File: src/sv/dst_pkg.sv
// dst_pkg: shared constants, codes and controller/datapath handshake types
// for the dirty span tracker
// no dependencies

package dst_pkg;

  // default sizes, handed down as parameters from the top level
  localparam int DST_MAX_COLS = 256;
  localparam int DST_MAX_ROWS = 128;

  // configuration port
  localparam int CFG_W = 9;
  localparam int IDX_W = 2;

  localparam logic [IDX_W-1:0] REG_SCREEN_WIDTH  = 2'd0;
  localparam logic [IDX_W-1:0] REG_SCREEN_HEIGHT = 2'd1;

  localparam logic [8:0] WIDTH_RST  = 9'd100;
  localparam logic [7:0] HEIGHT_RST = 8'd30;

  typedef enum logic [1:0] {
    CMD_MARK     = 2'd0,
    CMD_READ     = 2'd1,
    CMD_READ_CLR = 2'd2,
    CMD_CLR_FLAG = 2'd3
  } cmd_code_t;

  typedef enum logic [2:0] {
    ST_CLEAR,
    ST_IDLE,
    ST_EXEC,
    ST_RDATA,
    ST_DRAIN,
    ST_REPORT
  } state_t;

  // controller to datapath
  typedef struct packed {
    logic ld_item;
    logic row_step;
    logic rd_en;
    logic mark_rd;
    logic clr_wr;
    logic zero_wr;
    logic out_load;
  } ctl_t;

  // datapath to controller
  typedef struct packed {
    logic is_mark;
    logic mark_rows;
    logic is_read;
    logic read_ok;
    logic is_read_clr;
    logic row_last;
    logic clr_last;
    logic pipe_busy;
    logic out_free;
  } sts_t;

endpackage

File: src/sv/dst_ctrl.sv
// dst_ctrl: sequencing state machine of the dirty span tracker
// depends on dst_pkg (state_t, ctl_t, sts_t)

module dst_ctrl (
  input  logic            clk,
  input  logic            rst,
  input  logic            in_valid,
  output logic            in_ready,
  input  dst_pkg::sts_t   sts,
  output dst_pkg::ctl_t   ctl
);
  import dst_pkg::*;

  state_t state;
  state_t state_next;

  always_ff @(posedge clk) begin
    if (rst) begin
      state <= ST_CLEAR;
    end else begin
      state <= state_next;
    end
  end

  always_comb begin
    state_next = state;
    ctl        = '0;
    in_ready   = 1'b0;
    unique case (state)
      ST_CLEAR: begin
        // sweep all rows to empty after reset
        ctl.clr_wr = 1'b1;
        if (sts.clr_last) begin
          state_next = ST_IDLE;
        end else begin
          ctl.row_step = 1'b1;
        end
      end
      ST_IDLE: begin
        in_ready = 1'b1;
        if (in_valid) begin
          ctl.ld_item = 1'b1;
          state_next  = ST_EXEC;
        end
      end
      ST_EXEC: begin
        if (sts.is_mark && sts.mark_rows) begin
          // one row read per cycle into the merge pipeline
          ctl.rd_en   = 1'b1;
          ctl.mark_rd = 1'b1;
          if (sts.row_last) begin
            state_next = ST_DRAIN;
          end else begin
            ctl.row_step = 1'b1;
          end
        end else if (sts.is_read && sts.read_ok) begin
          ctl.rd_en  = 1'b1;
          state_next = ST_RDATA;
        end else begin
          state_next = ST_REPORT;
        end
      end
      ST_RDATA: begin
        ctl.zero_wr = sts.is_read_clr;
        state_next  = ST_REPORT;
      end
      ST_DRAIN: begin
        if (!sts.pipe_busy) begin
          state_next = ST_REPORT;
        end
      end
      ST_REPORT: begin
        if (sts.out_free) begin
          ctl.out_load = 1'b1;
          state_next   = ST_IDLE;
        end
      end
      default: begin
        state_next = ST_CLEAR;
      end
    endcase
  end

endmodule

File: config.mk
export PLATFORM = sky130hd
export DESIGN_NAME = dst_ctrl
export DESIGN_NICKNAME = d
export VERILOG_FILES = /design/src/sv/dst_pkg.sv /design/src/sv/dst_ctrl.sv
export SDC_FILE = /design/constraint.sdc
export NUM_CORES = 1
export LEC_CHECK = 0
export BUFFER_PORTS_ARGS = -buffer_cell sky130_fd_sc_hd__clkbuf_2
export CORE_AREA = 8 8 45 47
export CTS_BUF_LIST = sky130_fd_sc_hd__clkbuf_2 sky130_fd_sc_hd__clkbuf_4 sky130_fd_sc_hd__clkbuf_8
export CTS_CLUSTER_SIZE = 40
export DETAILED_ROUTE_END_ITERATION = 8
export DIE_AREA = 0 0 53 55
export PLACE_DENSITY_LB_ADDON = 0.15
export SYNTH_ARGS = -nofsm -noshare
export SYNTH_HDL_FRONTEND = slang
export SYNTH_SLANG_ARGS = --single-unit
File: constraint.sdc
create_clock -name clk -period 1.3 [get_ports clk]
set_input_delay 0.065 -clock clk [delete_from_list [all_inputs] [get_ports clk]]
set_output_delay 0.065 -clock clk [all_outputs]
set_load 0.05 [all_outputs]
# [Yosys cells after proc, flatten, opt, wreduce, memory -nomap -nowiden]
# Cells that the tools add are included.
[word_totals] regBits=3 input_bits=12
[op_classes] n_eq_ne=10 mux=23 n_reduce_logical=4
[op_table] cell="2-to-1 mux 3 bit" n=7
[op_table] cell="one-hot mux 3 bit (6 select lines)" n=1
[op_table] cell="2-to-1 mux 1 bit" n=13
[op_table] cell="!= test 2 bit (second input constant)" n=4
[op_table] cell="equality test 3 x 2 -> 1 bit (second input constant)" n=2
[op_table] cell="equality test 3 bit (second input constant)" n=2
[op_table] cell="AND reduction 5 bit" n=1
[op_table] cell="equality test 3 x 1 -> 1 bit (second input constant)" n=1
[op_table] cell="logical NOT 3 bit" n=1
[op_table] cell="!= test 3 bit (second input constant)" n=1
[op_table] cell="logical AND 1 bit" n=2
[op_table] cell="2-to-1 mux 2 bit" n=1
[op_table] cell="one-hot mux 1 bit (2 select lines)" n=1

# [Depth between registers and ports, before layout]
[depth] depth_word=4 mapped_depth=5

# [Least setup slack after synthesis]
# OpenSTA, ideal clock, no wires.
[synth_timing] path_type="flip-flop to flip-flop" start="register state[0]" end="register state[0]" path_stages_with_launch=5 setup_slack_ns=-1.085 period_less_slack_ns=2.385 t_arrival_ns=2.238 path_buffers=0 cell_sequence="dfxtp_1 > inv_2 > nor3_1 > and2_1 > a2111oi_2"
[synth_between] elab_chain_cells=3 elab_cells_between_ends=13 classes_between="eq/ne (10); mux (1); reduce/logical (2)"
[synth_rtl] item="start: declaration" line_no="dst_ctrl.sv:14" rtl="state_t state;"
[synth_rtl] item="start signal: assignment" line_no="dst_ctrl.sv:21" rtl="state <= state_next;"
[synth_rtl] item="equality test 3 x 2 -> 1 bit, or another cell as far along" line_no="dst_ctrl.sv:29" rtl="unique case (state)"
[synth_rtl] item="!= test 3 bit (no source line) or != test 2 bit (tied branches)"
[synth_rtl] item="AND reduction 5 bit (no source line)"
# Parallel ways exist; a longest one is shown, timed or not.
# A chain may end at the register's enable or synchronous reset.

==> summary.md <==
| Metric | Value |
|---|---|
| Syn_nets | 46 |
| Fin util | 0.438 |
| Routed Antenna Nets | 0 |
| Area grow syn2layout | 130% |
| Port bufs | 19 |
| Setup violators final | 4 |
| Worst slack, placed | 0.0877 ns |
| Post-synth EDFFs | 0 |
| Unrepaired setup endpoints after global routing | true |
| Multi-input logic area | 226 µm² |
| TritonRoute pass-1 iters | 3 |
| Core area | 0.00138 mm² |
| Post-Syn Instances | 34 |
| Worst path required time | 1.24 ns |
| Final routed DRC violation total | 0 |
| Synth top area cells | dfxtp_1, nand3_1, a2111oi_2 |
| GP Congestion | 0.745 |
| Net Sw Frac | 0.368 |
| Synthesized cell area | 263 µm² |
| Vias in the first global route | 423 |
| Drt initial violations | 1 |
| Final Slew Violations | 0 |
| Die Y | roughly 55 µm |
| Syn Area/Cell | 7.73 µm² |
| CTS root buffer | clkbuf_4 |
| Final net count | 80 |
| DR vias | between 300 and 400 |
| CP Max Fanout | 3 |
| Status | finished with violations |
| Comb pwr share | 0.505 |
| Critical path class | flop to output pin |
| Cts hold-fix bufs | 0 |
| Routed wire length | 1060 µm |
| Net Switching | 224 µW |
| Register area | 65.1 µm² |
| Number of antenna diodes | 0 |
| Post-synth top area share | 0.229 |
| Clk buf depth | 2 |
| Overall power | 610 µW |
| Top cell type by total area after synthesis | dfxtp_1 |
| CTS buffer count | 3 |
| Failing checks | negative setup slack |
| Hold slack | 0.0521 ns |
| Biggest register | state |
| FMAX | 728 MHz |
| # IOs | 20 |
| Worst Skew | roughly 0.0030 ns |
| CP Launch Type | flop |
| Number of flip-flops in the largest register | 3 |
| # fillers | 154 |
| Layout cells sized above 1 | 0.716 |
| Congestion Overflow GR | 0 |
| Pleak | 0.000295 µW |
| First-pass GRT wire length | 1680 µm |
| Async set-reset flop share out of synthesis | 0 |
| Count of different cell masters after synthesis | 24 |
| Largest registers | state x3 |
| Final Hold Fails | 0 |
| DR WL/cell | about 13 µm |
| Starting density of the core | 0.190 |
| Sequential area share after synthesis | 0.229 |
| Clock-pin slew on the worst setup and hold paths | 0.04 ns |
| Worst vdd ir | 374 µV |
| # Max-Cap Violations | 0 |
| Yosys warns | 0 |
| Die width | 53 µm |
| HP Class | primary input to flop |
| Largest net degree at the start of global routing | 8 |
| TritonCTS sink count | 3 |
| Power Internal | 385 µW |
| Num rows | 14 |
| #FFs+latches synth | 3 |
| Pwr per Cell Area | 1010 mW/mm² |
| Depth of the CTS H-tree | 1 |
| Cell Count, Final, Fillers Out | a little over 80 |
| Clk pwr share | 0.310 |
| DIE AREA | roughly 0.0029 mm² |
| DP Cell Count | 70 |
| Insertion delay to the later sink of the worst-skew pair | 0.24 ns |
| CTS tree | built |
| Min cycle time layout | 1.37 ns |
| Final HPWL DP | 805 µm |
| Setup ws final | -0.0744 ns |
| Seq pwr share | 0.185 |
| Gr usage total | 0.0760 |
| Slew Limit Headroom | 0.830 |
| CP Capture Type | output pin |
| Worst slew pin tran | roughly 0.25 ns |
| Vias per cell | 4.75 |
| Critical Path AT | 1.31 ns |
| Initial antenna violation count | 0 |
| Final Cycle Share | 1.06 |
| Primary FF master, synth | dfxtp_1 |
[logic make-up after synthesis]
family	Yosys count	synth area share
buf+inv	3	0.0619
simple gates	19	0.433
mux	1	0.0381
flops	3	0.229
compound gates	8	0.238
[final timing paths]
kind / from / end / slack [ns] / depth (start not counted)
setup / recovery: state[2]$_SDFFE_PP0P_ / ctl[5] / -0.07 / 3
hold / removal: rst / state[0]$_SDFFE_PP0P_ / 0.05 / 2
setup reg to reg: state[2]$_SDFFE_PP0P_ / state[2]$_SDFFE_PP0P_ / 0.01 / 5
hold reg to reg: state[2]$_SDFFE_PP0P_ / state[0]$_SDFFE_PP0P_ / 0.61 / 2
[power groups by stage]
stage	Combinational [µW]	Sequential, µW	Clock (µW)
2_1_floorplan	170	113	0
3_3_place_gp	236	119	0
3_5_place_dp	236	119	0
4_1_cts	278	115	198
5_1_grt	328	114	201
6_report	308	113	189
[layer usage]
metal | part of all wire | track usage | vias to the layer above | wire length [µm]
met2 | 0.56 | 0.143 | 14 | 591
met3 | 0.057 | 0.0348 | 0 | 60
met5 | 0 | 0 | - | 0
met1 | 0.38 | 0.0714 | 188 | 403
li1 | - | - | 192 | -
met4 | 0 | 0.0259 | 0 | 0
[worst max-delay path, cell delays in order, from the launching register on]
cell	delay, ns
dfxtp_2	0.34
nand3b_1	0.22
o31ai_4	0.34
buf_12	0.18
[final cells by class]
type,instances,share of cell area
clock buffer,4,0.0496
inverter,1,0.0103
multi-input combinational,28,0.374
sequential,3,0.107
tap,16,0.0331
timing repair buffer,31,0.426
[cells in the mapped netlist (2+ instances only)]
library cell / n
a21oi_1: 2
dfxtp_1: 3
nand2_1: 3
nand3_1: 3
nor2_1: 3
nor3_1: 2
[metrics by stage]
stage	instance area [µm²]	setup TNS (ns)
finish	606	-0.142
global route	606	-0.396
CTS	553	-0.161
detailed placement	447	0
global placement	447	0
floorplan	317	-0.481
[cells in the final DEF, fill, tap and decap left out, types with 2 or more instances in the layout]
cell type and instances:
buf_4 12, buf_6 3, clkbuf_2 11, clkbuf_4 4
nand2_1 3, nand3_1 3, nor2_1 2, nor3_4 2
[what timing repair did]
| item | 4_1_cts | 5_1_grt |
|---|---|---|
| buffers inserted | 4 | 5 |
| resized for setup | 11 | 9 |
| setup endpoints to repair | 7 | 8 |
| pin swaps | 2 | 3 |
Power figures use the tool's default switching activity.
